--- src/fla_ram.sv ---
// ----------------------------------------------------------------------------
// fla_ram: generic single-write, single-read RAM
// One write port and one read port, read data registered.
// ----------------------------------------------------------------------------
`default_nettype none

module fla_ram #(
  parameter int WIDTH = 1,
  parameter int DEPTH = 4,
  localparam int AW = $clog2(DEPTH)
) (
  input  wire logic             clk,
  input  wire logic             we,
  input  wire logic [AW-1:0]    waddr,
  input  wire logic [WIDTH-1:0] wdata,
  input  wire logic [AW-1:0]    raddr,
  output logic      [WIDTH-1:0] rdata
);

  logic [WIDTH-1:0] mem [DEPTH];

  always_ff @(posedge clk) begin
    if (we) begin
      mem[waddr] <= wdata;
    end
    rdata <= mem[raddr];
  end

endmodule

`default_nettype wire

--- config.mk ---
export PLATFORM = sky130hd
export DESIGN_NAME = fla_ram
export DESIGN_NICKNAME = d
export VERILOG_FILES = /design/src/fla_ram.sv
export SDC_FILE = /design/constraint.sdc
export NUM_CORES = 1
export LEC_CHECK = 0
export BUFFER_PORTS_ARGS = -buffer_cell sky130_fd_sc_hd__buf_2
export CAP_MARGIN = 15
export CORE_AREA = 4 4 41 43
export DETAILED_ROUTE_END_ITERATION = 7
export DIE_AREA = 0 0 45 47
export PLACE_DENSITY = 0.32
export SLEW_MARGIN = 20
export SYNTH_ARGS = -nofsm -noshare
export SYNTH_HDL_FRONTEND = slang
export SYNTH_SLANG_ARGS = --single-unit
--- constraint.sdc ---
create_clock -name clk -period 1.2 [get_ports clk]
set_clock_uncertainty 0.1 [all_clocks]
set_input_delay 0.24 -clock clk [delete_from_list [all_inputs] [get_ports clk]]
set_output_delay 0.24 -clock clk [all_outputs]
set_load 0.05 [all_outputs]
==> summary.md <==
| Metric | Value |
|---|---|
| Critical-path cell list | buf_2 |
| Setup Fix Bufs, Post-CTS | 0 |
| Final Hold Violating Endpoints | 0 |
| Compound-gate portion of the synthesized area | 0% |
| Core area | 0.00130 sq mm |
| Post-synthesis adder-cell area fraction | 0% |
| Sequential cell area fraction in the yosys report | 72.3% |
| Placed cell count | 32 |
| Setup violations, final | 0 |
| Status | complete, no violations |
| Share of cells above drive strength 1 | 57.1% |
| Clock-pin slew of the registers on the worst-case setup and hold paths | 0.05 ns |
| Via Count | 132 |
| Simple-gate share of the synthesized area | 16.1% |
| WHS Endpoint | mem[0]$_DFFE_PP_ |
| Vias per std cell | 3.67 |
| ANT cells | 0 |
| Starting Density | 14.9% |
| Worst-path fanout max | 1 |
| RSZ-0062 raised after global routing | false |
| R2R Setup Slk | 0.14 ns |
| DIE WIDTH | 45 um |
| DRT antenna net count | 0 |
| Cells after Synth | 10 |
| Hold Crit Depth | 1 |
| R2r endpoint | rdata$_DFF_P_ |
| First-pass GRT wire length | 586 um |
| Tcrit/Tclk final | 93.2% |
| Worst setup path class | reg2out |
| Fmax | 894 MHz |
| Max VDD drop | 587 uV |
| Max Cap Violations | 0 |
| Synth warn | 0 |
| CP Capture Type | primary output |
| Xor/xnor share of the synthesized area | 0% |
| Multiplexer area fraction after synthesis | 11.6% |
| Syn_area_per_cell | 19.4 sq um |
| Remaining Overflow, GRT | 0 |
| Setup WS pre-CTS | 0.139 ns |
| WP data arrival | 0.78 ns |
| Root Driver | clkbuf_4 |
| Min-delay worst type | in2reg |
| Non-filler instance count after layout | 36 |
| Top post-synthesis cells by area | edfxtp_1 (62%), mux4_2 (12%), dfxtp_1 (10%), and3b_1 (9.0%), nor3b_1 (3.9%) |
| # nets final | 29 |
| Power Total | 0.000430 W |
| Synth Cell Area | 194 sq um |
| Crit path time final | 1.12 ns |
| Antenna violations before repair | 0 |
| Routed WL per cell | 9.89 um |
| Worst EP required | 0.86 ns |
| Largest family of logic cells by synthesized area | simple AND/OR/NAND/NOR gates |
| Slew headroom | 83.6% |
| Worst path max stage delay | 0.29 ns |
| Clk_lat worst skew | 0.24 ns |
| Die area | 0.00212 sq mm |
| GR Util All Layers | 4.70% |
| Area growth syn-to-layout | 41.9% |
| Startpoint Class | flop |
| Hold_buf cts | 0 |
| Leading area contributor after synthesis | edfxtp_1 |
| Cts bufs inserted | 3 |
| CTS tree | built |
| Reg-to-reg startpoint | mem[3]$_DFFE_PP_ |
| CP top delay family | flip-flops |
| CTS sink cnt | 5 |
| Post-CTS resize count | 0 |
| FF+latch count, synth | 5 |
| Vias in the first global route | 135 |
| H-tree lvl count | 1 |
| Setup TNS | 0 ns |
| WHS | 0.112 ns |
| Pwr Density | 1560 mW/mm^2 |
| Final Max Slew Viols | 0 |
| Die Y | 47 um |
| Fin worst setup slack | 0.0814 ns |
| Maximum clock path buffer count | 2 |
| 1st-iter DRT viols | 2 |
| Buf/Inv on CP | 1 |
| Slowest-stage cell, CP | dfxtp_1 |
| R2R depth | 1 |
| Distinct cells, synth | 6 |
| Cell row count | 13 |
| Slew at the pin closest to its max-slew limit | 0.248 ns |
| Largest net degree at the start of global routing | 5 |
| Final Routed Wirelength | 356 um |
| RD Place Congestion | 0.581 |
| First-pass DRT Iterations | 4 |
| Synth Net Count | 17 |
| Worst Hold Launch | wdata |
| DRC Markers | 0 |
| P_leak | 0.118 nW |
| Top Ports | 8 |
| Synth top area share | 61.9% |
| IO buf count | 7 |
## sequential cells by signal, summed over array words and instances (netlist names)
register,count
mem,4
rdata,1
## synthesized netlist by cell type
cell      count
edfxtp_1      4
nor3b_1       1
mux4_2        1
dfxtp_1       1
and3_1        1
and3b_1       2
## kinds of logic after synthesis
kind of cell,count (synthesis)
flops,5
simple gates,4
mux,1
## metal layers
layer | track usage (%) | wire [um]
met1 | 4.65 | 152
met2 | 5.93 | 144
met3 | 5.75 | 53
met4 | 1.75 | 5
met5 | 0 | 0
## final cells by class
cell class / count / area, sq um
repair buffers: 7 / 35.0
well taps: 15 / 18.8
clock inverters: 1 / 5.00
multi-input cells: 5 / 53.8
flip-flops and latches: 5 / 140
fillers: 146 / 1030
clock buffers: 3 / 22.5
## through the flow
| step | cell area [sq um] | util, % |
|---|---|---|
| detailed placement | 248 | 19.0 |
| floorplan | 194 | - |
| finish | 275 | 21.2 |
| CTS | 275 | 21.2 |
| global placement | 248 | 19.0 |
| global route | 275 | 21.2 |
## worst max path at each step
stage          depth (start not counted)             start            end
4_1_cts                                1     rdata$_DFF_P_          rdata
3_3_place_gp                           2          raddr[0]  rdata$_DFF_P_
5_1_grt                                1     rdata$_DFF_P_          rdata
2_1_floorplan                          1  mem[3]$_DFFE_PP_  rdata$_DFF_P_
3_5_place_dp                           1  mem[3]$_DFFE_PP_  rdata$_DFF_P_
6_report                               1     rdata$_DFF_P_          rdata
## where the power goes
group,switching (W),leakage [nW],internal (W)
Combinational,0.0000224,0.0549,0.0000176
Sequential,0.00000243,0.0452,0.000198
Clock,0.0000688,0.0177,0.000120
## layout by cell type, fill, tap and decap left out
master / synthesis / layout
mux4_2: 1 / 1
dfxtp_1: 1 / 1
and3b_1: 2 / 2
and3_1: 1 / 1
edfxtp_1: 4 / 4
clkbuf_4: 0 / 3
nor3b_1: 1 / 1
buf_2: 0 / 7
clkinv_2: 0 / 1
Note: power is estimated with default switching activity, not from simulation.
