File: config.mk
export PLATFORM = sky130hd
export DESIGN_NAME = fla_datapath
export DESIGN_NICKNAME = d
export VERILOG_FILES = /design/src/fla_pkg.sv /design/src/fla_datapath.sv
export SDC_FILE = /design/constraint.sdc
export NUM_CORES = 1
export LEC_CHECK = 0
export BUFFER_PORTS_ARGS = -buffer_cell sky130_fd_sc_hd__clkbuf_2
export CORE_MARGIN = 2
export CORE_UTILIZATION = 34
export DETAILED_ROUTE_END_ITERATION = 16
export SYNTH_ARGS = -nofsm -noshare
export SYNTH_HDL_FRONTEND = slang
export SYNTH_SLANG_ARGS = --single-unit
File: constraint.sdc
create_clock -name clk -period 3.6 [get_ports clk]
set_input_delay 0 -clock clk [delete_from_list [all_inputs] [get_ports clk]]
set_output_delay 0 -clock clk [all_outputs]
set_load 0.1 [all_outputs]
File: src/fla_pkg.sv
// ----------------------------------------------------------------------------
// fla_pkg: shared types and constants of the free-list slot allocator
// Field widths, command, status and register codes, payload and control
// structs used by the controller, the datapath and the top level.
// ----------------------------------------------------------------------------
`default_nettype none

package fla_pkg;

  localparam int DEPTH_DEFAULT = 1024;

  localparam int SLOT_W     = 10;
  localparam int CMD_W      = 2;
  localparam int COUNT_W    = 11;
  localparam int STATUS_W   = 2;
  localparam int INIT_W     = 10;
  localparam int CAP_W      = 11;
  localparam int CFG_IDX_W  = 2;
  localparam int CFG_DATA_W = 11;

  localparam int CAP_RESET  = 1024;

  localparam logic [CMD_W-1:0] CMD_ALLOC = 2'd0;
  localparam logic [CMD_W-1:0] CMD_FREE  = 2'd1;
  localparam logic [CMD_W-1:0] CMD_CHECK = 2'd2;
  localparam logic [CMD_W-1:0] CMD_INIT  = 2'd3;

  localparam logic [STATUS_W-1:0] ST_OK      = 2'd0;
  localparam logic [STATUS_W-1:0] ST_EMPTY   = 2'd1;
  localparam logic [STATUS_W-1:0] ST_INVALID = 2'd2;

  localparam logic [CFG_IDX_W-1:0] CFG_INITIAL_COUNT = 2'd0;
  localparam logic [CFG_IDX_W-1:0] CFG_CAPACITY      = 2'd1;

  typedef struct packed {
    logic [CMD_W-1:0]   command;
    logic [SLOT_W-1:0]  slot;
    logic [COUNT_W-1:0] count;
  } in_t;

  typedef struct packed {
    logic [SLOT_W-1:0]   granted_slot;
    logic [STATUS_W-1:0] status;
    logic [SLOT_W-1:0]   high_water;
  } out_t;

  typedef struct packed {
    logic load;
    logic idle;
    logic walk_rd;
    logic walk_step;
    logic sweep;
    logic sweep_clear;
    logic commit;
  } ctrl_t;

  typedef struct packed {
    logic walk_more;
    logic sweep_last;
  } dp_sts_t;

endpackage

`default_nettype wire

File: src/fla_datapath.sv
// ----------------------------------------------------------------------------
// fla_datapath: list head, mark, config and RAM port logic
// Holds the request, the free-list head and high-water mark, the walk
// and sweep counters, and forms the result on commit.
// ----------------------------------------------------------------------------
`default_nettype none

module fla_datapath #(
  parameter int DEPTH = fla_pkg::DEPTH_DEFAULT,
  localparam int AW = $clog2(DEPTH)
) (
  input  wire logic                            clk,
  input  wire logic                            rst_n,
  input  wire fla_pkg::in_t                    in_data,
  input  wire fla_pkg::ctrl_t                  ctrl,
  output fla_pkg::dp_sts_t                     sts,
  input  wire logic                            cfg_we,
  input  wire logic [fla_pkg::CFG_IDX_W-1:0]   cfg_index,
  input  wire logic [fla_pkg::CFG_DATA_W-1:0]  cfg_data,
  output logic                                 link_we,
  output logic [AW-1:0]                        link_waddr,
  output logic [fla_pkg::SLOT_W-1:0]           link_wdata,
  output logic [AW-1:0]                        link_raddr,
  input  wire logic [fla_pkg::SLOT_W-1:0]      link_rdata,
  output logic                                 vld_we,
  output logic [AW-1:0]                        vld_waddr,
  output logic                                 vld_wdata,
  output logic [AW-1:0]                        vld_raddr,
  input  wire logic                            vld_rdata,
  output fla_pkg::out_t                        out_data
);

  localparam int SW = fla_pkg::SLOT_W;
  localparam int EW = (AW + 1 > fla_pkg::CAP_W) ? AW + 1 : fla_pkg::CAP_W;

  fla_pkg::in_t                  item_r, item_nxt;
  fla_pkg::out_t                 out_r, out_nxt;
  logic [SW-1:0]                 head_r, head_nxt;
  logic [SW-1:0]                 mark_r, mark_nxt;
  logic [SW-1:0]                 cur_r, cur_nxt;
  logic [fla_pkg::COUNT_W-1:0]   seen_r, seen_nxt;
  logic [AW-1:0]                 k_r, k_nxt;
  logic [fla_pkg::INIT_W-1:0]    init_cnt_r;
  logic [fla_pkg::CAP_W-1:0]     cap_r;

  logic [EW-1:0] cap_eff;
  logic [EW-1:0] first;
  logic [EW-1:0] k_ext;
  logic          alloc_ok;
  logic          free_ok;

  assign cap_eff  = (EW'(cap_r) < EW'(DEPTH)) ? EW'(cap_r) : EW'(DEPTH);
  assign first    = EW'(init_cnt_r) + EW'(1);
  assign k_ext    = EW'(k_r);
  assign alloc_ok = (head_r != '0) && (EW'(head_r) < EW'(DEPTH));
  assign free_ok  = (item_r.slot != '0) && (EW'(item_r.slot) < EW'(DEPTH)) && vld_rdata;

  assign sts.walk_more  = (seen_r < item_r.count) && (cur_r != '0) &&
                          (EW'(cur_r) < EW'(DEPTH)) && (EW'(seen_r) < EW'(DEPTH));
  assign sts.sweep_last = (k_r == AW'(DEPTH - 1));

  assign link_raddr = ctrl.walk_rd ? AW'(cur_r) : AW'(head_r);
  assign vld_raddr  = ctrl.idle ? AW'(in_data.slot) : AW'(item_r.slot);
  assign out_data   = out_r;

  always_comb begin
    item_nxt   = item_r;
    out_nxt    = out_r;
    head_nxt   = head_r;
    mark_nxt   = mark_r;
    cur_nxt    = cur_r;
    seen_nxt   = seen_r;
    k_nxt      = k_r;
    link_we    = 1'b0;
    link_waddr = k_r;
    link_wdata = '0;
    vld_we     = 1'b0;
    vld_waddr  = k_r;
    vld_wdata  = 1'b0;

    if (ctrl.load) begin
      item_nxt = in_data;
      cur_nxt  = head_r;
      seen_nxt = '0;
      k_nxt    = '0;
    end

    if (ctrl.walk_step) begin
      cur_nxt  = link_rdata;
      seen_nxt = seen_r + fla_pkg::COUNT_W'(1);
    end

    if (ctrl.sweep) begin
      vld_we     = 1'b1;
      vld_wdata  = !ctrl.sweep_clear && (k_r != '0) && (k_ext <= EW'(init_cnt_r));
      link_we    = !ctrl.sweep_clear && (k_ext >= first) && (k_ext < cap_eff);
      link_wdata = (k_ext + EW'(1) == cap_eff) ? '0 : SW'(k_ext + EW'(1));
      k_nxt      = sts.sweep_last ? '0 : k_r + AW'(1);
    end

    if (ctrl.commit) begin
      out_nxt.granted_slot = '0;
      out_nxt.status       = fla_pkg::ST_OK;
      unique case (item_r.command)
        fla_pkg::CMD_ALLOC: begin
          if (alloc_ok) begin
            if (head_r > mark_r) mark_nxt = head_r;
            head_nxt             = link_rdata;
            link_we              = 1'b1;
            link_waddr           = AW'(head_r);
            link_wdata           = '0;
            vld_we               = 1'b1;
            vld_waddr            = AW'(head_r);
            vld_wdata            = 1'b1;
            out_nxt.granted_slot = head_r;
          end else begin
            out_nxt.status = fla_pkg::ST_EMPTY;
          end
        end
        fla_pkg::CMD_FREE: begin
          if (free_ok) begin
            vld_we     = 1'b1;
            vld_waddr  = AW'(item_r.slot);
            vld_wdata  = 1'b0;
            link_we    = 1'b1;
            link_waddr = AW'(item_r.slot);
            link_wdata = head_r;
            head_nxt   = item_r.slot;
            if (item_r.slot == mark_r) mark_nxt = mark_r - SW'(1);
          end else begin
            out_nxt.status = fla_pkg::ST_INVALID;
          end
        end
        fla_pkg::CMD_CHECK: begin
          out_nxt.status = (seen_r >= item_r.count) ? fla_pkg::ST_OK : fla_pkg::ST_EMPTY;
        end
        fla_pkg::CMD_INIT: begin
          head_nxt = (first < cap_eff) ? SW'(first) : '0;
          mark_nxt = SW'(init_cnt_r);
        end
        default: begin
          out_nxt.status = fla_pkg::ST_OK;
        end
      endcase
      out_nxt.high_water = mark_nxt;
    end
  end

  always_ff @(posedge clk) begin
    if (!rst_n) begin
      head_r     <= '0;
      mark_r     <= '0;
      k_r        <= '0;
      init_cnt_r <= '0;
      cap_r      <= fla_pkg::CAP_W'(fla_pkg::CAP_RESET);
    end else begin
      head_r <= head_nxt;
      mark_r <= mark_nxt;
      k_r    <= k_nxt;
      if (cfg_we && (cfg_index == fla_pkg::CFG_INITIAL_COUNT)) begin
        init_cnt_r <= cfg_data[fla_pkg::INIT_W-1:0];
      end
      if (cfg_we && (cfg_index == fla_pkg::CFG_CAPACITY)) begin
        cap_r <= cfg_data[fla_pkg::CAP_W-1:0];
      end
    end
  end

  always_ff @(posedge clk) begin
    item_r <= item_nxt;
    out_r  <= out_nxt;
    cur_r  <= cur_nxt;
    seen_r <= seen_nxt;
  end

  a_sweep_wraps: assert property (@(posedge clk) disable iff (!rst_n)
    (ctrl.sweep && sts.sweep_last) |=> (k_r == '0))
    else $error("sweep counter did not wrap after last entry");

  a_alloc_pops: assert property (@(posedge clk) disable iff (!rst_n)
    (ctrl.commit && (item_r.command == fla_pkg::CMD_ALLOC) && alloc_ok)
      |=> (head_r == $past(link_rdata)))
    else $error("alloc did not advance the list head");

endmodule

`default_nettype wire

==> results of run 1 <==
-- where the power goes --
part	internal, W	switching, W
clock	0.00105	0.000733
combinational	0.000374	0.000872
sequential	0.00152	0.000105
-- kinds of logic (layout without fill, tap and decap cells) --
group | count (synthesis) | in the layout | share of synthesized area (%)
AOI/OAI and AO/OA | 225 | 225 | 18.22
xor gates and xnor gates | 43 | 43 | 4.729
adders and majority gates | 66 | 66 | 10.31
buffers and inverters | 115 | 293 | 6.096
DFF | 117 | 117 | 37.71
muxes | 42 | 42 | 5.719
and+or+nand+nor | 264 | 264 | 17.22
-- registers in the layout, indices dropped and copies added, names as in the netlist --
register and count:
head_r 10, cur_r 10, init_cnt_r 10, seen_r 11, cap_r 11, item_r 23
out_data 22, k_r 10, mark_r 10
-- synthesized netlist by cell type (5+ instances only) --
library cell	number	area [um^2]
xor2_1	18	157.7
nand2_1	79	296.5
a21o_1	11	82.58
nand3_1	21	105.1
nor2b_1	36	225.2
a21boi_0	8	60.06
a31oi_1	14	87.58
buf_2	7	35.03
buf_4	10	75.07
or3_1	9	56.30
xnor2_1	25	219.0
mux2_2	28	315.3
nand2b_1	6	37.54
nand4_1	8	50.05
mux2i_1	14	140.1
a31o_2	10	87.58
ha_1	64	800.8
inv_1	63	236.5
a22oi_1	8	60.06
and3_1	9	56.30
o22ai_1	9	56.30
a222oi_1	5	50.05
a21oi_1	44	220.2
clkbuf_1	30	112.6
o21ai_0	77	385.4
a221oi_1	10	87.58
nor3_1	8	40.04
edfxtp_1	66	1982
nor2_1	41	153.9
dfxtp_1	51	1021
nor4_1	7	43.79
and2_1	22	137.6
-- layout make-up --
type	count	share of cell area, %
multi-input combinational	640	43.75
sequential	117	28.85
timing repair buffer	197	15.40
clock buffer	17	4.083
tap	319	3.831
inverter	64	2.342
clock inverter	15	1.753
-- timing repair --
item / in CTS / in global routing
pin swaps: 0 / 0
hold endpoints to repair: 64 / 0
hold buffers: 44 / 0
setup endpoints to repair: 9 / 14
setup buffers: 0 / 3
resized for setup: 2 / 10
-- routing by layer --
metal	track usage, %	routed length [um]
met5	0	0
met1	28.06	11420
met4	6.970	482
met2	35.13	12270
met3	4.488	1853
-- per-stage QoR --
stage / cells / instance area, um^2 / setup TNS [ps] / total power, W
2_1_floorplan: 872 / 8014 / -2887 / 0.002511
3_3_place_gp: 1290 / 9311 / 0 / 0.002826
3_5_place_dp: 1290 / 9311 / 0 / 0.002836
4_1_cts: 1366 / 10360 / 0 / 0.004670
5_1_grt: 1369 / 10420 / 0 / 0.004829
6_report: 1369 / 10420 / 0 / 0.004652
-- final timing paths --
path           startpoint            end  slack, ps
min          cfg_index[1]  init_cnt_r[3]         80
max                k_r[1]  link_wdata[9]        260
max reg2reg     mark_r[7]    out_data[0]        530
min reg2reg      cap_r[0]       cap_r[0]        520
-- critical path, delay by kind of cell (launching register included) --
| kind | cells | cell delay [ps] |
|---|---|---|
| fa+ha+maj | 1 | 280 |
| flops | 1 | 490 |
| compound gates | 4 | 790 |
| buf+inv | 2 | 370 |
| simple gates | 4 | 980 |
==> key figures, run 1 <==
Finish
  – Leading cell type in the layout, fill and taps excluded: clkbuf_2
  – Layout area overhead: 30.82%
  – Reg area: 3005 um^2
  – Commonest non-fill, non-tap cells in the layout: clkbuf_2 (109), nand2_1 (78), o21ai_0 (71)
  – Area of the multi-input gates: about 4600 um^2
  – Layout Utilization: 44.79%
  – Fillers: 2295
  – Nets@finish: 1158
  – Ratio of cells with drive above 1 in the final layout: between 20% and 30%
  – N_diodes: 0

Worst hold path
  – Hold depth: 4
  – Type of the tightest min-delay check: in -> reg

STA
  – Max transition margin: 23.24%
  – Hold WS: 82.08 ps
  – FMAX: 0.2993 GHz
  – Worst slew pin tran: 1146 ps
  – Crit share post-route: 92.82%
  – Final setup fails: 0
  – Min Tclk post-route: 3342 ps
  – Hold Violations, Final: 0
  – Max Transition Viols Final: 0
  – Setup ws final: 258.4 ps
  – Clock Skews: 15.23 ps
  – RSZ-0062 raised after global routing: false

Synthesis
  – Async S/R FF share, synth: 0%
  – Count of different cell masters after synthesis: 70
  – Synth Net Count: 993
  – Yosys Warn Count: 0
  – Post-synthesis sequential element count: 117
  – Ys flop type: edfxtp_1
  – Avg Inst Size Synth: 9.133 um^2
  – Post-synth EDFFs: 66
  – Syn Inst Count: 872
  – Seq/Total Area, Yosys: 37.71%
  – Area of the mapped netlist: 7964 um^2

Place
  – Port Buf Inserts: 133
  – Routability cong.: 0.8991
  – Dpl ws: 402.9 ps
  – Hpwl dp: slightly below 20000 um

Power
  – Peak supply drop: between 0.2 and 0.3 mV
  – Pwr dens: 446.5 nW/um^2
  – Pleak: 4.351 nW

Drt
  – Final wirelength: 26020 um
  – Vias per cell: 5.329
  – DR iter-0 viols: 721
  – 1st-pass router iterations: 5
  – Avg WL per Cell: ~19 um
  – DRT antenna net count: 0
  – Routed vias: 7296
  – DRC violations left: 0

Critical path
  – CP Class: reg -> out
  – Critical path arrival: 3340 ps
  – Crit path top cell by count: nand3_1
  – Crit path capture type: output pin
  – Crit Path Max Fanout: 8
  – CP max-delay cell: dfxtp_2
  – FF-to-FF path depth: 9
  – Crit-path cells: ha_1, nand3_1, nor3_4, nand3_1, inv_1, a211oi_1, a21o_1, a41oi_4, nand2_2, o22ai_4, buf_12
  – Worst Setup Start Kind: register
  – CP required: about 3600 ps
  – Crit-path max cell delay: 490 ps

Floorplanning
  – Die span in y: 157.0 um
  – Total die area: 24660 um^2
  – Rows: 56
  – Initial core utilization: between 30% and 40%
  – Io pins: 134
  – Die W: between 150 and 200 um
  – Core area: 23260 um^2

Outcome
  – Status: finished, final reports clean

Clocking
  – Clock slew at reported path FFs: 60 ps
  – Clock buffer count from CTS: 17
  – CTS tree: done
  – Clock Tree Buf Depth: 2
  – CTS HTree Levels: 4
  – Root Driver: clkbuf_16
  – Clock latency on the worst-skew pair: 430 ps
  – CTS Sinks: 117

Global route
  – Number of global-route vias before repair: 6931
  – First-pass GRT wire length: 39940 um
  – Initial antenna violation count: 0
  – Grt ovf: 0
  – Largest net degree at the start of global routing: 53
  – All-Layer GR Usage: a little over a fifth

Flow run
  – Max Cap Viol: 0
(Power assumes the default switching activity.)
==> inputs of run 2 (changes only) <==
--- a/config.mk
+++ b/config.mk
@@ -7,7 +7,7 @@
 export LEC_CHECK = 0
 export BUFFER_PORTS_ARGS = -buffer_cell sky130_fd_sc_hd__clkbuf_2
 export CORE_MARGIN = 2
-export CORE_UTILIZATION = 34
+export CORE_UTILIZATION = 25
 export DETAILED_ROUTE_END_ITERATION = 16
 export SYNTH_ARGS = -nofsm -noshare
 export SYNTH_HDL_FRONTEND = slang
==> constraint.sdc (replaced) <==
create_clock -name clk -period 3.15 [get_ports clk]
set_input_delay 0 -clock clk [delete_from_list [all_inputs] [get_ports clk]]
set_output_delay 0 -clock clk [all_outputs]
set_load 0.1 [all_outputs]
==> run 2 against run 1 <==
Routed wire length grew 11%. Total power grew 17%. Critical path type unchanged. Clock skew shrank 6.3 ps. Non-clock buffer count grew 29. Worst hold slack lost 9.9 ps. Largest cell class unchanged. First-iteration DRC count shrank 21%. Register-to-register slack lost 260 ps. Setup slack lost 150 ps.
==> key figures, run 2 (synthesis results as in run 1) <==
Outcome
  – Status: finished, final reports clean

Critical path
  – Crit path capture type: output pin
  – Critical Path Start: item_r[17]
  – CP Class: reg -> out
  – Worst Setup Start Kind: register
  – Critical path arrival: 3040 ps
  – Crit Path Max Fanout: 14
  – CP required: 3150 ps
  – Worst reg2reg path startpoint: mark_r[5]

Global route
  – Initial antenna violation count: 0
  – All-Layer GR Usage: 17.26%
  – Largest net degree at the start of global routing: 53
  – Number of global-route vias before repair: 7221
  – Grt ovf: 0
  – First-pass GRT wire length: ~43000 um

Finish
  – Layout area overhead: 39.12%
  – Largest register by flop count: item_r
  – Max reg flops: 23
  – Reg area: between 3000 and 4000 um^2
  – N_diodes: 0
  – Area of the multi-input gates: 4725 um^2
  – Fillers: 3204
  – Non-Filler Instances: 1481
  – Layout Utilization: 35.20%
  – Commonest non-fill, non-tap cells in the layout: clkbuf_2 (100), nand2_1 (75), o21ai_0 (68)
  – Ratio of cells with drive above 1 in the final layout: around 28%
  – Leading cell type in the layout, fill and taps excluded: clkbuf_2
  – Nets@finish: 1187
  – Finished Cell Area: 11080 um^2

Clocking
  – CTS tree: done
  – Clock slew at reported path FFs: 60 ps
  – Clock Tree Buf Depth: 2
  – Clock latency on the worst-skew pair: 430 ps
  – CTS Sinks: about 120
  – CTS HTree Levels: 4
  – Clock buffer count from CTS: 17
  – Root Driver: clkbuf_16

Place
  – Dpl ws: between 70 and 80 ps
  – Dpl cells: 1397
  – Routability cong.: approximately 0.9
  – Placed inst area: 9814 um^2
  – Port Buf Inserts: 133
  – Hpwl dp: roughly 22000 um

Floorplanning
  – Io pins: about 130
  – Die W: 182.5 um
  – Initial core utilization: between 20% and 30%
  – Rows: 65
  – Core area: between 30000 and 40000 um^2
  – Die span in y: 182.5 um
  – Total die area: between 30000 and 40000 um^2

STA
  – Min Tclk post-route: 3042 ps
  – FMAX: 0.3288 GHz
  – Hold Violations, Final: 0
  – Worst slew pin tran: 1138 ps
  – Hold WS: 72.18 ps
  – Setup ws final: ~110 ps
  – Clock Skews: 8.979 ps
  – Max Transition Viols Final: 0
  – Max transition margin: between 20% and 30%
  – Crit share post-route: between 90% and 100%
  – Final setup fails: 0

Drt
  – DR iter-0 viols: 568
  – Vias per cell: around 5
  – Avg WL per Cell: 19.56 um
  – DRC violations left: 0
  – Routed vias: 7534
  – DRT antenna net count: 0
  – Final wirelength: between 20000 and 30000 um
  – 1st-pass router iterations: 5

Worst hold path
  – Worst min-delay path startpoint: ctrl[2]
  – Type of the tightest min-delay check: in -> reg

Power
  – Peak supply drop: about 0.41 mV
  – Pwr dens: 492.6 nW/um^2
  – Pleak: ~4.6 nW

Flow run
  – Max Cap Viol: 0
==> run 2: path summary, 6_finish.rpt <==
kind         cells past startpoint  slack, ps            to
min reg2reg                      2        520      cap_r[0]
max                              8        110  vld_waddr[1]
min                              3         70        k_r[1]
max reg2reg                      9        270   out_data[5]
==> run 2: report_power, final <==
part	internal, W	total, W	switching [W]	leakage [nW]
Combinational	0.000490	0.00157	0.00108	3.17
Sequential	0.00173	0.00182	0.0000917	1.10
Clock	0.00127	0.00207	0.000804	0.299
==> run 2: layout make-up <==
class / instances / share of cell area, %
Clock buffer: 17 / 3.840
Clock inverter: 15 / 1.750
Inverter: 64 / 2.236
Multi-Input combinational cell: 640 / 42.64
Sequential cell: 117 / 27.18
Tap cell: 402 / 4.540
Timing Repair Buffer: 226 / 17.81
==> run 2: timing repair <==
| item | CTS | global route |
|---|---|---|
| hold buffers | 44 | 0 |
| setup buffers | 3 | 5 |
| endpoints found under the hold margin | 64 | 0 |
| setup endpoints to repair | 19 | 12 |
| resized for setup | 13 | 17 |
| pin swaps | 0 | 7 |
==> run 2: through the flow <==
stage          TNS [ps]  total power [W]
6_report              0         0.005457
5_1_grt          -25.40         0.005648
4_1_cts               0         0.005454
3_5_place_dp          0         0.003338
3_3_place_gp          0         0.003326
2_1_floorplan     -1210         0.002880
==> run 2: worst max-delay path: stages, from the launching register on <==
cell and delay [ps]:
edfxtp_1 520, nor4_2 420, a31oi_1 240, nor2b_1 200, nor2_1 90, nand2_2 320, nand2_1 230, o21ai_1 340
buf_12 240
==> run 2: per-layer routing <==
metal  part of all wire (%)  GRT usage, %
met1                     43         21.99
met2                     48         29.25
met3                    5.7         2.874
met4                    2.8         6.516
met5                      0             0
==> inputs of run 3 (changes only) <==
--- a/config.mk
+++ b/config.mk
@@ -8,6 +8,7 @@
 export BUFFER_PORTS_ARGS = -buffer_cell sky130_fd_sc_hd__clkbuf_2
 export CORE_MARGIN = 2
 export CORE_UTILIZATION = 25
+export CTS_BUF_LIST = sky130_fd_sc_hd__clkbuf_8
 export DETAILED_ROUTE_END_ITERATION = 16
 export SYNTH_ARGS = -nofsm -noshare
 export SYNTH_HDL_FRONTEND = slang
==> run 3 against run 2 <==
Fmax down 0.17%. Combinational power hardly changed. Global-route usage shrank 0.064 points. Sequential share of layout area is 0.44 points higher. Largest cell class unchanged. Critical endpoint is now link_wdata[9]. Non-clock buffer count is the same.
==> key figures, run 3 (synthesis results as in run 1) <==
Global route
  – All-Layer GR Usage: 17.20%
  – Initial antenna violation count: 0
  – First-pass GRT wire length: ~43000 um
  – Number of global-route vias before repair: 7235
  – Largest net degree at the start of global routing: 53
  – Grt ovf: 0

Clocking
  – CTS HTree Levels: 4
  – Clock buffer count from CTS: 17
  – Root Driver: clkbuf_8
  – CTS Sinks: 117
  – Clock Tree Buf Depth: 2
  – Clock latency on the worst-skew pair: 450 ps
  – Clock slew at reported path FFs: 80 ps
  – CTS tree: done

STA
  – Clock Skews: 12.40 ps
  – Max transition margin: 23.51%
  – FMAX: 0.3282 GHz
  – Max Transition Viols Final: 0
  – Final setup fails: 0
  – Crit share post-route: 96.72%
  – Setup TNS: 0 ps
  – Min Tclk post-route: between 3000 and 4000 ps
  – Hold Violations, Final: 0
  – Hold WS: 39.08 ps
  – Setup ws final: 103.3 ps
  – Worst slew pin tran: about 1100 ps

Finish
  – Commonest non-fill, non-tap cells in the layout: clkbuf_2 (99), nand2_1 (75), o21ai_0 (67)
  – Max reg flops: 23
  – Layout Utilization: 34.73%
  – Finished Cell Area: about 11000 um^2
  – Leading cell type in the layout, fill and taps excluded: clkbuf_2
  – Ratio of cells with drive above 1 in the final layout: 28.64%
  – Layout area overhead: 37.27%
  – N_diodes: 0
  – Nets@finish: 1187
  – Largest register by flop count: item_r

Critical path
  – Crit-path max cell delay: 370 ps
  – CP required: 3150 ps
  – Buffers & Inverters on Critical Path: 3
  – Critical Path Start: k_r[0]
  – Worst reg2reg path startpoint: mark_r[5]
  – Worst Setup Start Kind: register
  – CP max-delay cell: dfxtp_4
  – Crit-path cells: buf_6, nand4_1, buf_4, nor3_4, xnor2_4, and3_1, a21o_1, a41oi_4, nand2_4, o22ai_4, buf_12
  – Crit path capture type: output pin
  – CP Class: reg -> out
  – Critical path arrival: 3050 ps
  – Crit Path Max Fanout: 7
  – Family with the most delay on the worst path: compound AO/OA/AOI/OAI gates

Worst hold path
  – Worst min-delay path startpoint: ctrl[2]
  – Type of the tightest min-delay check: in -> reg

Drt
  – DR iter-0 viols: roughly 700
  – Avg WL per Cell: 19.57 um
  – Routed vias: 7537
  – Vias per cell: ~5.1
  – DRT antenna net count: 0
  – 1st-pass router iterations: 5
  – DRC violations left: 0
  – Final wirelength: 28990 um

Floorplanning
  – Initial core utilization: 25.30%
  – Core area: 31470 um^2
  – Io pins: 134
  – Die span in y: around 180 um
  – Rows: 65
  – Total die area: roughly 33000 um^2
  – Die W: 182.5 um

Place
  – Placed inst area: 9814 um^2
  – Port Buf Inserts: ~130
  – Dpl ws: 75.99 ps
  – Routability cong.: 0.9000
  – Hpwl dp: 22220 um

Power
  – Peak supply drop: 0.2763 mV
  – Pwr dens: roughly 450 nW/um^2
  – Pleak: about 4.5 nW

Flow run
  – Max Cap Viol: 0

Outcome
  – Status: finished, final reports clean
==> run 3: worst paths after layout <==
check                                      to  slack [ps]  depth (start not counted)
worst max register to register    out_data[5]         250                          9
worst min register to register       cap_r[0]         520                          2
worst max-delay path            link_wdata[9]         100                         11
worst min-delay path                   k_r[1]          40                          3
==> run 3: per-layer routing <==
metal	up-vias	part of all wire [%]	track usage [%]
li1	3536	-	-
met1	3628	43	21.81
met2	327	48	28.96
met3	46	6.5	3.333
met4	0	3.1	6.387
met5	-	0	0
==> run 3: stage by stage <==
step	power, W	std cells
after CTS	0.004926	1476
final	0.004927	1481
after floorplan	0.002880	872
after detailed placement	0.003338	1397
after global routing	0.005120	1481
after global placement	0.003326	1397
==> run 3: final cells by class <==
cell class	count	area (um^2)
sequential	117	3019
clock buffer	17	234.0
fill	3225	20540
clock inverter	15	193.9
multi-input combinational	640	4761
tap	402	503.0
timing repair buffer	226	1973
inverter	64	247.7
==> run 3: tightest hold or removal path, cell delays in order <==
cell	delay, ps
clkbuf_2	210
a31oi_1	190
nor2b_1	60
==> run 3: timing repair <==
item,CTS,global route
pin swaps,0,9
setup endpoints to repair,31,15
cloned,0,0
hold buffers,44,0
buffers inserted,3,5
endpoints found under the hold margin,64,0
gates resized for setup,15,27
==> run 3: where the power goes <==
part	switching [W]	internal [W]	total [W]	leakage, nW
registers	0.0000915	0.00173	0.00182	1.10
logic	0.00107	0.000490	0.00156	3.19
clock network	0.000740	0.000804	0.00154	0.211
