<file path="config.mk">
export PLATFORM = sky130hd
export DESIGN_NAME = fla_ctrl
export DESIGN_NICKNAME = d
export VERILOG_FILES = /design/src/fla_pkg.sv /design/src/fla_ctrl.sv
export SDC_FILE = /design/constraint.sdc
export NUM_CORES = 1
export LEC_CHECK = 0
export BUFFER_PORTS_ARGS = -buffer_cell sky130_fd_sc_hd__buf_2
export CAP_MARGIN = 10
export CORE_AREA = 5 5 42 44
export CTS_CLUSTER_SIZE = 24
export DETAILED_ROUTE_END_ITERATION = 8
export DIE_AREA = 0 0 47 49
export MAX_ROUTING_LAYER = met4
export SLEW_MARGIN = 20
export SYNTH_ARGS = -nofsm -noshare
export SYNTH_HDL_FRONTEND = slang
export SYNTH_SLANG_ARGS = --single-unit
</file>
<file path="constraint.sdc">
create_clock -name clk -period 1.4 [get_ports clk]
set_input_delay 0 -clock clk [delete_from_list [all_inputs] [get_ports clk]]
set_output_delay 0 -clock clk [all_outputs]
set_load 0.01 [all_outputs]
</file>
<file path="src/fla_pkg.sv">
// ----------------------------------------------------------------------------
// fla_pkg: shared types and constants of the free-list slot allocator
// Field widths, command, status and register codes, payload and control
// structs used by the controller, the datapath and the top level.
// ----------------------------------------------------------------------------
`default_nettype none

package fla_pkg;

  localparam int DEPTH_DEFAULT = 1024;

  localparam int SLOT_W     = 10;
  localparam int CMD_W      = 2;
  localparam int COUNT_W    = 11;
  localparam int STATUS_W   = 2;
  localparam int INIT_W     = 10;
  localparam int CAP_W      = 11;
  localparam int CFG_IDX_W  = 2;
  localparam int CFG_DATA_W = 11;

  localparam int CAP_RESET  = 1024;

  localparam logic [CMD_W-1:0] CMD_ALLOC = 2'd0;
  localparam logic [CMD_W-1:0] CMD_FREE  = 2'd1;
  localparam logic [CMD_W-1:0] CMD_CHECK = 2'd2;
  localparam logic [CMD_W-1:0] CMD_INIT  = 2'd3;

  localparam logic [STATUS_W-1:0] ST_OK      = 2'd0;
  localparam logic [STATUS_W-1:0] ST_EMPTY   = 2'd1;
  localparam logic [STATUS_W-1:0] ST_INVALID = 2'd2;

  localparam logic [CFG_IDX_W-1:0] CFG_INITIAL_COUNT = 2'd0;
  localparam logic [CFG_IDX_W-1:0] CFG_CAPACITY      = 2'd1;

  typedef struct packed {
    logic [CMD_W-1:0]   command;
    logic [SLOT_W-1:0]  slot;
    logic [COUNT_W-1:0] count;
  } in_t;

  typedef struct packed {
    logic [SLOT_W-1:0]   granted_slot;
    logic [STATUS_W-1:0] status;
    logic [SLOT_W-1:0]   high_water;
  } out_t;

  typedef struct packed {
    logic load;
    logic idle;
    logic walk_rd;
    logic walk_step;
    logic sweep;
    logic sweep_clear;
    logic commit;
  } ctrl_t;

  typedef struct packed {
    logic walk_more;
    logic sweep_last;
  } dp_sts_t;

endpackage

`default_nettype wire

</file>
<file path="src/fla_ctrl.sv">
// ----------------------------------------------------------------------------
// fla_ctrl: sequencing state machine of the slot allocator
// Runs the clearing pass, accepts requests, steps list walks and init
// sweeps, and owns the result valid flag.
// ----------------------------------------------------------------------------
`default_nettype none

module fla_ctrl (
  input  wire logic                       clk,
  input  wire logic                       rst_n,
  input  wire logic                       in_valid,
  output logic                            in_ready,
  input  wire logic [fla_pkg::CMD_W-1:0]  in_command,
  output logic                            out_valid,
  input  wire logic                       out_ready,
  output fla_pkg::ctrl_t                  ctrl,
  input  wire fla_pkg::dp_sts_t           sts
);

  localparam logic [2:0] S_CLEAR = 3'd0;
  localparam logic [2:0] S_IDLE  = 3'd1;
  localparam logic [2:0] S_WALK  = 3'd2;
  localparam logic [2:0] S_WSTEP = 3'd3;
  localparam logic [2:0] S_INIT  = 3'd4;
  localparam logic [2:0] S_EXEC  = 3'd5;

  logic [2:0] state_r, state_nxt;
  logic       out_valid_r, out_valid_nxt;
  logic       accept;
  logic       commit;

  assign in_ready  = (state_r == S_IDLE);
  assign accept    = in_valid && in_ready;
  assign commit    = (state_r == S_EXEC) && (!out_valid_r || out_ready);
  assign out_valid = out_valid_r;

  always_comb begin
    ctrl.load        = accept;
    ctrl.idle        = (state_r == S_IDLE);
    ctrl.walk_rd     = (state_r == S_WALK);
    ctrl.walk_step   = (state_r == S_WSTEP);
    ctrl.sweep       = (state_r == S_CLEAR) || (state_r == S_INIT);
    ctrl.sweep_clear = (state_r == S_CLEAR);
    ctrl.commit      = commit;
  end

  always_comb begin
    state_nxt = state_r;
    unique case (state_r)
      S_CLEAR: begin
        if (sts.sweep_last) state_nxt = S_IDLE;
      end
      S_IDLE: begin
        if (accept) begin
          priority if (in_command == fla_pkg::CMD_CHECK) state_nxt = S_WALK;
          else if (in_command == fla_pkg::CMD_INIT) state_nxt = S_INIT;
          else state_nxt = S_EXEC;
        end
      end
      S_WALK: begin
        state_nxt = sts.walk_more ? S_WSTEP : S_EXEC;
      end
      S_WSTEP: begin
        state_nxt = S_WALK;
      end
      S_INIT: begin
        if (sts.sweep_last) state_nxt = S_EXEC;
      end
      S_EXEC: begin
        if (commit) state_nxt = S_IDLE;
      end
      default: begin
        state_nxt = S_CLEAR;
      end
    endcase
  end

  always_comb begin
    out_valid_nxt = out_valid_r;
    priority if (commit) out_valid_nxt = 1'b1;
    else if (out_ready) out_valid_nxt = 1'b0;
  end

  always_ff @(posedge clk) begin
    if (!rst_n) begin
      state_r     <= S_CLEAR;
      out_valid_r <= 1'b0;
    end else begin
      state_r     <= state_nxt;
      out_valid_r <= out_valid_nxt;
    end
  end

  a_accept_leaves_idle: assert property (@(posedge clk) disable iff (!rst_n)
    accept |=> (state_r != S_IDLE))
    else $error("request accepted but controller stayed idle");

  a_step_returns_walk: assert property (@(posedge clk) disable iff (!rst_n)
    (state_r == S_WSTEP) |=> (state_r == S_WALK))
    else $error("walk step did not return to walk");

  a_result_from_exec: assert property (@(posedge clk) disable iff (!rst_n)
    $rose(out_valid_r) |-> $past(state_r == S_EXEC))
    else $error("result raised outside execute");

  a_exec_holds: assert property (@(posedge clk) disable iff (!rst_n)
    ((state_r == S_EXEC) && !commit) |=> (state_r == S_EXEC))
    else $error("stalled execute left before commit");

endmodule

`default_nettype wire

</file>
==> out/summary.json, run 1 <==
{
  "status": "finished clean",
  "final.min_clock_period_ns": 1.30,
  "worst_r2r_endpoint": "state_r[2]",
  "grt_first_pass_wirelength_mm": 1.23,
  "whs_path_depth": 3,
  "reg2reg_depth": 4,
  "combPwrFrac": 0.275,
  "ctsLongestPathBuffers": 2,
  "fraction_of_layout_instances_using_a_drive_strength_above_1": 0.456,
  "floorplan.initialDensity": 0.253,
  "height_of_the_chip_um": 49,
  "dominant_cell_type_by_area_after_synthesis": "sky130_fd_sc_hd__dfxtp_1",
  "drc": 0,
  "grt_remaining_overflow": 0,
  "combined_area_of_all_synthesized_cells_um2": 354,
  "timing.critical_path.to_type": "output port",
  "fmax_ghz": 0.772,
  "layout.cells.most_common": "sky130_fd_sc_hd__buf_2",
  "detail_route.wl_per_cell_um": 10.2,
  "post-cts-setup-buffer-count": 0,
  "die-width_um": 47,
  "worst_hold_path_type": "input pin to flip-flop",
  "startpoint_type": "flip-flop",
  "fp.coreArea_um2": 1400,
  "post_cts_resize_count": 0,
  "most-common-layout-cells": "sky130_fd_sc_hd__buf_2, sky130_fd_sc_hd__nor2_1, sky130_fd_sc_hd__nor3b_1, sky130_fd_sc_hd__clkbuf_4, sky130_fd_sc_hd__dfxtp_1",
  "multi_input_area_um2": 214,
  "number_of_antenna_violations_at_the_first_check_in_global_routing": 0,
  "ys.warnings.count": 0,
  "first_global_vias": 308,
  "clkLatencyLatePin_ns": 0.23,
  "post_synth_main_area_contributors": "sky130_fd_sc_hd__dfxtp_1, sky130_fd_sc_hd__buf_6, sky130_fd_sc_hd__buf_4",
  "hold_slack_ns": 0.0226,
  "synthDominantCellAreaShare": 0.226,
  "flow.area_growth_from_synthesis_pct": 23.3,
  "totalWireLength_um": 746,
  "gp_congestion": 0.739,
  "tcrit_tclk_final": 0.925,
  "finalNetCount": 67,
  "arrival_ns": 1.30,
  "finClkSkew_ns": 0.00193,
  "number_of_pins_exceeding_their_max_slew_limit_in_the_final_report": 0,
  "timing.critical_path.fanout_max": 10,
  "leakage_uw": 0.000203,
  "ys_types": 24,
  "syn_inst": 42,
  "tritoncts.num_buffers": 3,
  "top_layer_used": "met4",
  "number_of_nets_in_the_synthesized_netlist": 50,
  "ys_seq_elements": 4,
  "clk_pin_slew_worst_paths_ns": 0.04,
  "timing.hold.worst.start": "rst_n",
  "vdd.ir_drop.worst_mv": 0.298,
  "cts.htree.levels": 1,
  "crit_type": "flip-flop to output port",
  "setup.reg_to_reg.worst_slack_ns": 0.15,
  "final_antenna_net_count": 0,
  "cp_data_required_time_ns": 1.40,
  "clkPwrFrac": 0.362,
  "vias_per_cell": 4.51,
  "final_hold_vios": 0,
  "detailedRoute.firstIterationViolations": 7,
  "dr_total_vias": 329,
  "overall_die_area_um2": 2300,
  "grt_max_degree": 11,
  "worst_hold_path.endpoint": "state_r[0]",
  "seqCellArea_um2": 81.3,
  "max_slew_margin": 0.747,
  "track_usage": 0.0744,
  "grt_setup_unrepaired": "false",
  "report.final.setup_viol": 0,
  "worst_pin_slew_ns": 0.380,
  "final.setup.tns_ns": 0,
  "clkSinkCount": 4,
  "net-switching-power_uw": 104,
  "met3WireLength_um": 51,
  "clock-root-buffer": "sky130_fd_sc_hd__clkbuf_4",
  "cap_violations": 0,
  "rr_startpoint": "state_r[1]",
  "clock_tree_from_tritoncts": "yes",
  "placementRows": 14,
  "sequentialPowerShare": 0.363,
  "dp_hpwl_um": 638,
  "number_of_antenna_diodes": 0,
  "sw_frac_of_total": 0.276,
  "numPortBuffers": 16,
  "synth_sequential_area_ratio": 0.226,
  "synth_area_per_cell_um2": 8.43,
  "wl_met1_um": 286,
  "drt-pass1-iter-count": 4,
  "routed-wl-met2_um": 399,
  "power_report.internal_total_uw": 272,
  "fillCellCount": 162,
  "holdBufCountCts": 0,
  "pin_count": 17,
  "powerDensity_nw_per_um2": 862
}
[per-stage QoR]
stage / utilization / area [um^2] / power [uW] / cells / worst slack (ns)
floorplan: - / 354 / 219 / 42 / 0.204
global route: 0.312 / 437 / 403 / 73 / 0.0127
detailed placement: 0.295 / 413 / 243 / 70 / 0.0415
CTS: 0.311 / 435 / 388 / 73 / 0.0440
global placement: 0.295 / 413 / 242 / 70 / 0.0831
finish: 0.312 / 437 / 376 / 73 / 0.104
[cells by family (layout without fill, tap and decap cells)]
| group | after synthesis | count (layout) | synth area share |
|---|---|---|---|
| buffers and inverters | 7 | 22 | 0.170 |
| flip-flops | 4 | 4 | 0.226 |
| AO/OA/AOI/OAI | 8 | 8 | 0.155 |
| AND/OR/NAND/NOR | 23 | 23 | 0.449 |
[worst max-delay path: stages, from the launching register on]
cell and delay (ns):
sky130_fd_sc_hd__dfxtp_1 0.54, sky130_fd_sc_hd__and2b_4 0.24, sky130_fd_sc_hd__and3_2 0.17, sky130_fd_sc_hd__buf_2 0.12
[sequential cells by signal, summed over array words and instances (netlist names)]
| register | cells |
|---|---|
| state_r | 3 |
| out_valid | 1 |
[Yosys cell counts]
cell type,instances
sky130_fd_sc_hd__buf_4,3
sky130_fd_sc_hd__and2b_4,1
sky130_fd_sc_hd__buf_6,3
sky130_fd_sc_hd__o21ai_0,2
sky130_fd_sc_hd__o21bai_1,1
sky130_fd_sc_hd__and3b_1,1
sky130_fd_sc_hd__and2_1,1
sky130_fd_sc_hd__a22oi_1,1
sky130_fd_sc_hd__nor3b_4,1
sky130_fd_sc_hd__nand4_1,1
sky130_fd_sc_hd__nand2b_1,1
sky130_fd_sc_hd__a21boi_1,2
sky130_fd_sc_hd__or2b_1,2
sky130_fd_sc_hd__nor4b_2,1
sky130_fd_sc_hd__nand2_1,2
sky130_fd_sc_hd__or3_1,1
sky130_fd_sc_hd__and3_2,1
sky130_fd_sc_hd__a21oi_1,1
sky130_fd_sc_hd__inv_1,1
sky130_fd_sc_hd__nor2_1,5
sky130_fd_sc_hd__nor3_1,2
sky130_fd_sc_hd__nor3b_1,3
sky130_fd_sc_hd__dfxtp_1,4
sky130_fd_sc_hd__a221o_1,1
[worst max path at each step]
stage               start  slack [ns]    endpoint  cells past startpoint
6_report       state_r[2]        0.10     ctrl[0]                      3
5_1_grt        state_r[2]        0.01     ctrl[0]                      3
4_1_cts        state_r[1]        0.04  state_r[2]                      4
3_5_place_dp   state_r[1]        0.04  state_r[2]                      4
3_3_place_gp   state_r[1]        0.08  state_r[2]                      4
2_1_floorplan  state_r[2]        0.20  state_r[2]                      5
[metal layers]
| metal | global-route usage | vias up |
|---|---|---|
| met4 | 0.0553 | 0 |
| met1 | 0.0769 | 147 |
| met5 | - | - |
| met2 | 0.113 | 6 |
| li1 | - | 174 |
| met3 | 0.0221 | 2 |
[layout make-up]
cell class / instances / area share
multi-input cells: 31 / 0.490
clock buffers: 3 / 0.0516
flip-flops and latches: 4 / 0.186
repair buffers: 18 / 0.218
well taps: 16 / 0.0458
inverters: 1 / 0.00860
[power groups by stage]
stage	Combinational (uW)	Sequential (uW)	Clock, uW
6_report	104	137	136
5_1_grt	116	139	148
4_1_cts	105	137	146
3_5_place_dp	105	139	0
3_3_place_gp	104	138	0
2_1_floorplan	90.4	129	0
Power figures use the tool's default switching activity.
==> run 2: changes to the inputs <==
Settings changed: ABC_AREA set to 1.
Clock period 1.4 ns to 1.68 ns, I/O delays scaled along.
==> run 2 against run 1 <==
  * Via count up 10%
  * Cell count up 14%
  * Global-route usage up 0.72 points
  * Die area unchanged
  * Power down 15%
  * Sequential share of layout area about the same
  * Combinational power down 8%
  * Utilization down 0.54 points
==> out/summary.json, run 2 <==
{
  "timing.critical_path.fanout_max": 5,
  "final.setup.tns_ns": 0,
  "synth.top_cells.by_count": "sky130_fd_sc_hd__nor2_1, sky130_fd_sc_hd__nand2_1, sky130_fd_sc_hd__inv_1",
  "tritoncts.num_buffers": 3,
  "ctsLongestPathBuffers": 2,
  "whs_path_depth": 3,
  "number_of_antenna_violations_at_the_first_check_in_global_routing": 0,
  "startpoint_type": "flip-flop",
  "grt_remaining_overflow": 0,
  "max_slew_margin": 0.747,
  "cp_data_required_time_ns": 1.68,
  "arrival_ns": 1.20,
  "timing.critical_path.to_type": "output port",
  "cts.htree.levels": 1,
  "ys_seq_elements": 4,
  "drt-pass1-iter-count": 4,
  "largest-register": "state_r",
  "vdd.ir_drop.worst_mv": 0.356,
  "status": "finished clean",
  "dp_hpwl_um": 680,
  "detailedRoute.firstIterationViolations": 4,
  "worst_hold_path_type": "input pin to flip-flop",
  "finalNetCount": 77,
  "timing.hold.worst.start": "rst_n",
  "dr_total_vias": 363,
  "gp_congestion": 0.866,
  "fp.coreArea_um2": 1400,
  "leakage_uw": 0.000225,
  "tcrit_tclk_final": 0.717,
  "flow.area_growth_from_synthesis_pct": 27.5,
  "dominant_cell_type_by_area_after_synthesis": "sky130_fd_sc_hd__dfxtp_1",
  "fin_util": 0.306,
  "post_synth_main_area_contributors": "sky130_fd_sc_hd__dfxtp_1, sky130_fd_sc_hd__nor2_1, sky130_fd_sc_hd__nand3_1",
  "fraction_of_layout_instances_using_a_drive_strength_above_1": 0.403,
  "placementRows": 14,
  "ys_dominant_reg_cell": "sky130_fd_sc_hd__dfxtp_1",
  "clkLatencyLatePin_ns": 0.23,
  "worst_pin_slew_ns": 0.379,
  "report.final.setup_viol": 0,
  "reg2reg_depth": 5,
  "rr_startpoint": "state_r[1]",
  "largest_register_ffs": 3,
  "syn_inst": 52,
  "track_usage": 0.0816,
  "fmax_ghz": 0.830,
  "synth-edff-count": 0,
  "clock-root-buffer": "sky130_fd_sc_hd__clkbuf_4",
  "totalWireLength_um": 796,
  "cap_violations": 0,
  "final.min_clock_period_ns": 1.20,
  "height_of_the_chip_um": 49,
  "crit_type": "flip-flop to output port",
  "grt_first_pass_wirelength_mm": 1.28,
  "overall_die_area_um2": 2300,
  "layout.cells.most_common": "sky130_fd_sc_hd__buf_2",
  "clkSinkCount": 4,
  "holdBufCountCts": 0,
  "floorplan.initialDensity": 0.240,
  "die-width_um": 47,
  "number_of_antenna_diodes": 0,
  "final_hold_vios": 0,
  "worst_hold_path.endpoint": "state_r[0]",
  "number_of_pins_exceeding_their_max_slew_limit_in_the_final_report": 0,
  "powerDensity_nw_per_um2": 750,
  "ys_types": 17,
  "fillCellCount": 169,
  "clk_pin_slew_worst_paths_ns": 0.03,
  "finClkSkew_ns": 0.00139,
  "final_antenna_net_count": 0,
  "post_cts_resize_count": 0,
  "post-cts-setup-buffer-count": 0,
  "synthDominantCellAreaShare": 0.238,
  "worst_r2r_endpoint": "state_r[0]",
  "grt_max_degree": 9,
  "ys.warnings.count": 0,
  "drc": 0,
  "most-common-layout-cells": "sky130_fd_sc_hd__buf_2, sky130_fd_sc_hd__nor2_1, sky130_fd_sc_hd__nand2_1, sky130_fd_sc_hd__inv_1, sky130_fd_sc_hd__nand3_1",
  "detail_route.wl_per_cell_um": 9.59,
  "post-synth-top-count-cell": "sky130_fd_sc_hd__nor2_1",
  "synth_area_per_cell_um2": 6.47,
  "synth_sequential_area_ratio": 0.238,
  "pin_count": 17,
  "numPortBuffers": 16,
  "first_global_vias": 308,
  "combined_area_of_all_synthesized_cells_um2": 337,
  "vias_per_cell": 4.37,
  "setup.reg_to_reg.worst_slack_ns": 0.55,
  "clock_tree_from_tritoncts": "yes",
  "grt_setup_unrepaired": "false",
  "share_of_synthesized_flip_flops_with_an_asynchronous_set_or_reset": 0,
  "number_of_nets_in_the_synthesized_netlist": 60
}
==> run 2: how the worst max path moves through the flow <==
stage / start / end / slack (ns) / depth (start not counted)
2_1_floorplan: state_r[1] / state_r[2] / 0.60 / 7
3_5_place_dp: state_r[1] / state_r[0] / 0.53 / 5
3_3_place_gp: state_r[1] / state_r[0] / 0.56 / 5
5_1_grt: state_r[0] / ctrl[0] / 0.33 / 3
6_report: state_r[0] / ctrl[6] / 0.48 / 5
4_1_cts: state_r[0] / ctrl[6] / 0.45 / 5
==> run 2: area by class of cell <==
cell class	count	area [um^2]	area share
well taps	16	20.0	0.0466
inverters	9	33.8	0.0787
flip-flops and latches	4	80.1	0.187
clock buffers	3	22.5	0.0525
multi-input cells	35	193	0.449
repair buffers	16	80.1	0.187
==> run 2: metal layers <==
| layer | share of wire | vias to the layer above | track usage |
|---|---|---|---|
| met2 | 0.49 | 15 | 0.109 |
| met1 | 0.41 | 152 | 0.0901 |
| met3 | 0.093 | 2 | 0.0332 |
| li1 | - | 194 | - |
| met4 | 0.0075 | 0 | 0.0691 |
| met5 | 0 | - | - |
==> run 2: through the flow <==
| stage | area (um^2) | worst slack, ns | power [uW] | instances | hold slack, ns |
|---|---|---|---|---|---|
| 6_report | 429 | 0.476 | 322 | 83 | 0.0103 |
| 5_1_grt | 429 | 0.330 | 351 | 83 | 0.0384 |
| 4_1_cts | 429 | 0.454 | 331 | 83 | 0.00627 |
| 3_5_place_dp | 407 | 0.527 | 209 | 80 | 0.254 |
| 3_3_place_gp | 407 | 0.564 | 208 | 80 | 0.253 |
| 2_1_floorplan | 337 | 0.601 | 182 | 52 | 0.126 |
==> run 2: power breakdown <==
part	leakage, uW	internal, uW	switching, uW	total [uW]
clock network	0.0000138	79.7	35.6	115
registers	0.0000327	102	9.51	111
logic	0.000178	38.4	57.0	95.4
total	0.000225	220	102	322
==> run 2: kinds of logic after synthesis <==
group           count (synthesis)  synth area share
compound gates                  5            0.0781
simple gates                   30             0.494
buf+inv                        13             0.190
flops                           4             0.238
==> run 2: worst max-delay path: stages, from the launching register on <==
cell	delay (ns)
sky130_fd_sc_hd__dfxtp_1	0.41
sky130_fd_sc_hd__inv_2	0.11
sky130_fd_sc_hd__nor2_4	0.13
sky130_fd_sc_hd__nand2_1	0.10
sky130_fd_sc_hd__nor2_1	0.09
sky130_fd_sc_hd__buf_2	0.13
==> run 3: changes to the inputs <==
Clock period 1.68 ns to 1.05 ns, I/O delays scaled along.
==> run 3 against run 2 <==
  * Cell area up 53%
  * Die area unchanged
  * Critical endpoint unchanged
  * Largest power group is now combinational cells
  * Non-clock buffer count rose by 15
  * The run now ends with negative setup slack left
  * Register-to-register slack worse by 0.59 ns
  * Clock-buffer cell count stayed put
  * Sequential cell count unchanged
  * Critical path type unchanged
  * Sequential power rose by 58%
==> out/summary.json, run 3 (same netlist as run 2, synthesis figures left out) <==
{
  "critical-path-max-stage-delay_ns": 0.36,
  "numPortBuffers": 16,
  "totalWireLength_mm": 1.07,
  "max_slew_margin": 0.811,
  "grt_max_degree": 7,
  "timing.hold.worst.start": "rst_n",
  "gp_congestion": 0.758,
  "number_of_antenna_violations_at_the_first_check_in_global_routing": 0,
  "placementRows": 14,
  "grt_first_pass_wirelength_mm": 1.64,
  "cp_data_required_time_ns": 1.05,
  "clk_pin_slew_worst_paths_ns": 0.04,
  "height_of_the_chip_um": 49,
  "dp_hpwl_um": 713,
  "clkSinkCount": 4,
  "worst_hold_path_type": "input pin to flip-flop",
  "largest_register_ffs": 3,
  "largest-register": "state_r",
  "dp_slack_ns": -0.0317,
  "track_usage": 0.102,
  "rr_startpoint": "state_r[0]",
  "timing.critical_path.fanout_max": 3,
  "number_of_antenna_diodes": 0,
  "overall_die_area_um2": 2300,
  "vdd.ir_drop.worst_mv": 0.466,
  "clock-root-buffer": "sky130_fd_sc_hd__clkbuf_4",
  "fp.coreArea_um2": 1400,
  "clkLatencyLatePin_ns": 0.23,
  "hold_slack_ns": 0.00746,
  "reg2reg_depth": 8,
  "report.final.setup_viol": 9,
  "crit_type": "flip-flop to output port",
  "drc": 0,
  "grt_setup_unrepaired": "true",
  "tcrit_tclk_final": 1.10,
  "timing.critical_path.to_type": "output port",
  "leakage_uw": 0.000327,
  "cpMaxStageDelayCell": "sky130_fd_sc_hd__dfxtp_4",
  "die-width_um": 47,
  "buffer_and_inverter_count_on_the_worst_path": 3,
  "detailedRoute.firstIterationViolations": 7,
  "fraction_of_layout_instances_using_a_drive_strength_above_1": 0.720,
  "finalNetCount": 92,
  "drt-pass1-iter-count": 3,
  "worst_pin_slew_ns": 0.284,
  "fmax_ghz": 0.866,
  "post_dp_cell_area_um2": 480,
  "ctsLongestPathBuffers": 2,
  "arrival_ns": 1.15,
  "final.setup.worst_slack_ns": -0.105,
  "finClkSkew_ns": 0.00235,
  "worst_r2r_endpoint": "state_r[2]",
  "cts.htree.levels": 1,
  "timing.critical_path.cells": "inv_4, nor2_4, nand2_2, buf_6, nor2_1, buf_2",
  "vias_per_cell": 4.44,
  "first_global_vias": 388,
  "layout.cells.most_common": "sky130_fd_sc_hd__buf_2",
  "violations": "negative setup slack",
  "startpoint_type": "flip-flop",
  "final_hold_vios": 0,
  "final_antenna_net_count": 0,
  "cap_violations": 0,
  "grt_remaining_overflow": 0,
  "powerDensity_nw_per_um2": 993,
  "post_layout_instance_area_um2": 657,
  "number_of_pins_exceeding_their_max_slew_limit_in_the_final_report": 0,
  "setup.reg_to_reg.worst_slack_ns": -0.04,
  "critical_path.top_delay_family": "flip-flops",
  "final.min_clock_period_ns": 1.15,
  "clock_tree_from_tritoncts": "yes",
  "worst_hold_path.endpoint": "state_r[0]",
  "floorplan.initialDensity": 0.240,
  "status": "finished, violations left",
  "pin_count": 17,
  "dr_total_vias": 435,
  "detail_route.wl_per_cell_um": 10.9,
  "tritoncts.num_buffers": 3,
  "most-common-layout-cells": "sky130_fd_sc_hd__buf_2, sky130_fd_sc_hd__buf_4, sky130_fd_sc_hd__nor2_1, sky130_fd_sc_hd__nand2_1, sky130_fd_sc_hd__buf_6",
  "whs_path_depth": 3,
  "flow.area_growth_from_synthesis_pct": 95.2
}
[run 3: cell count changes in the layout (fill, tap and decap cells not counted), sizes merged]
cell / delta
buf: +15
[run 3: worst max path at each step]
stage | cells after the start | endpoint | from
floorplan | 7 | state_r[2] | state_r[1]
global placement | 5 | state_r[2] | state_r[1]
detailed placement | 5 | state_r[2] | state_r[1]
CTS | 3 | ctrl[0] | state_r[1]
global route | 3 | ctrl[0] | state_r[1]
finish | 6 | ctrl[6] | state_r[0]
[run 3: repair_timing]
item | 4_1_cts | 5_1_grt
setup buffers | 6 | 1
setup endpoints to repair | 11 | 10
gates resized for setup | 19 | 12
hold buffers | 0 | 0
pin swaps | 5 | 5
[run 3: worst reg2reg max path, cell delays in order, from the launching register on]
cell and delay [ns]:
sky130_fd_sc_hd__dfxtp_4 0.36, sky130_fd_sc_hd__inv_4 0.04, sky130_fd_sc_hd__nor2_4 0.12, sky130_fd_sc_hd__buf_6 0.13
sky130_fd_sc_hd__nand3_4 0.06, sky130_fd_sc_hd__nand2_1 0.06, sky130_fd_sc_hd__inv_1 0.04, sky130_fd_sc_hd__a21oi_2 0.11
sky130_fd_sc_hd__nor2_1 0.05
[run 3: where the power goes]
part	internal, uW	leakage, uW	switching (uW)
logic	148	0.000278	145
clock network	127	0.0000138	57.0
registers	162	0.0000350	12.8
[run 3: layout make-up]
class / instances / area (um^2)
timing repair buffer: 31 / 220
inverter: 9 / 41.3
multi-input combinational: 35 / 263
clock buffer: 3 / 22.5
fill: 144 / 744
sequential: 4 / 90.1
tap: 16 / 20.0
[run 3: per-layer routing]
metal | track usage | up-vias | routed length [um]
met5 | - | - | 0
met4 | 0.0691 | 0 | 0
met3 | 0.0221 | 0 | 45
met2 | 0.174 | 9 | 627
met1 | 0.0963 | 204 | 393
li1 | - | 222 | -
[run 3: stage by stage]
stage | util | std cells | power (uW) | setup TNS [ns]
3_3_place_gp | 0.343 | 89 | 369 | -0.0260
5_1_grt | 0.469 | 98 | 712 | -1.14
4_1_cts | 0.429 | 97 | 633 | -0.561
2_1_floorplan | - | 52 | 296 | 0
6_report | 0.469 | 98 | 653 | -0.506
3_5_place_dp | 0.343 | 89 | 371 | -0.0402
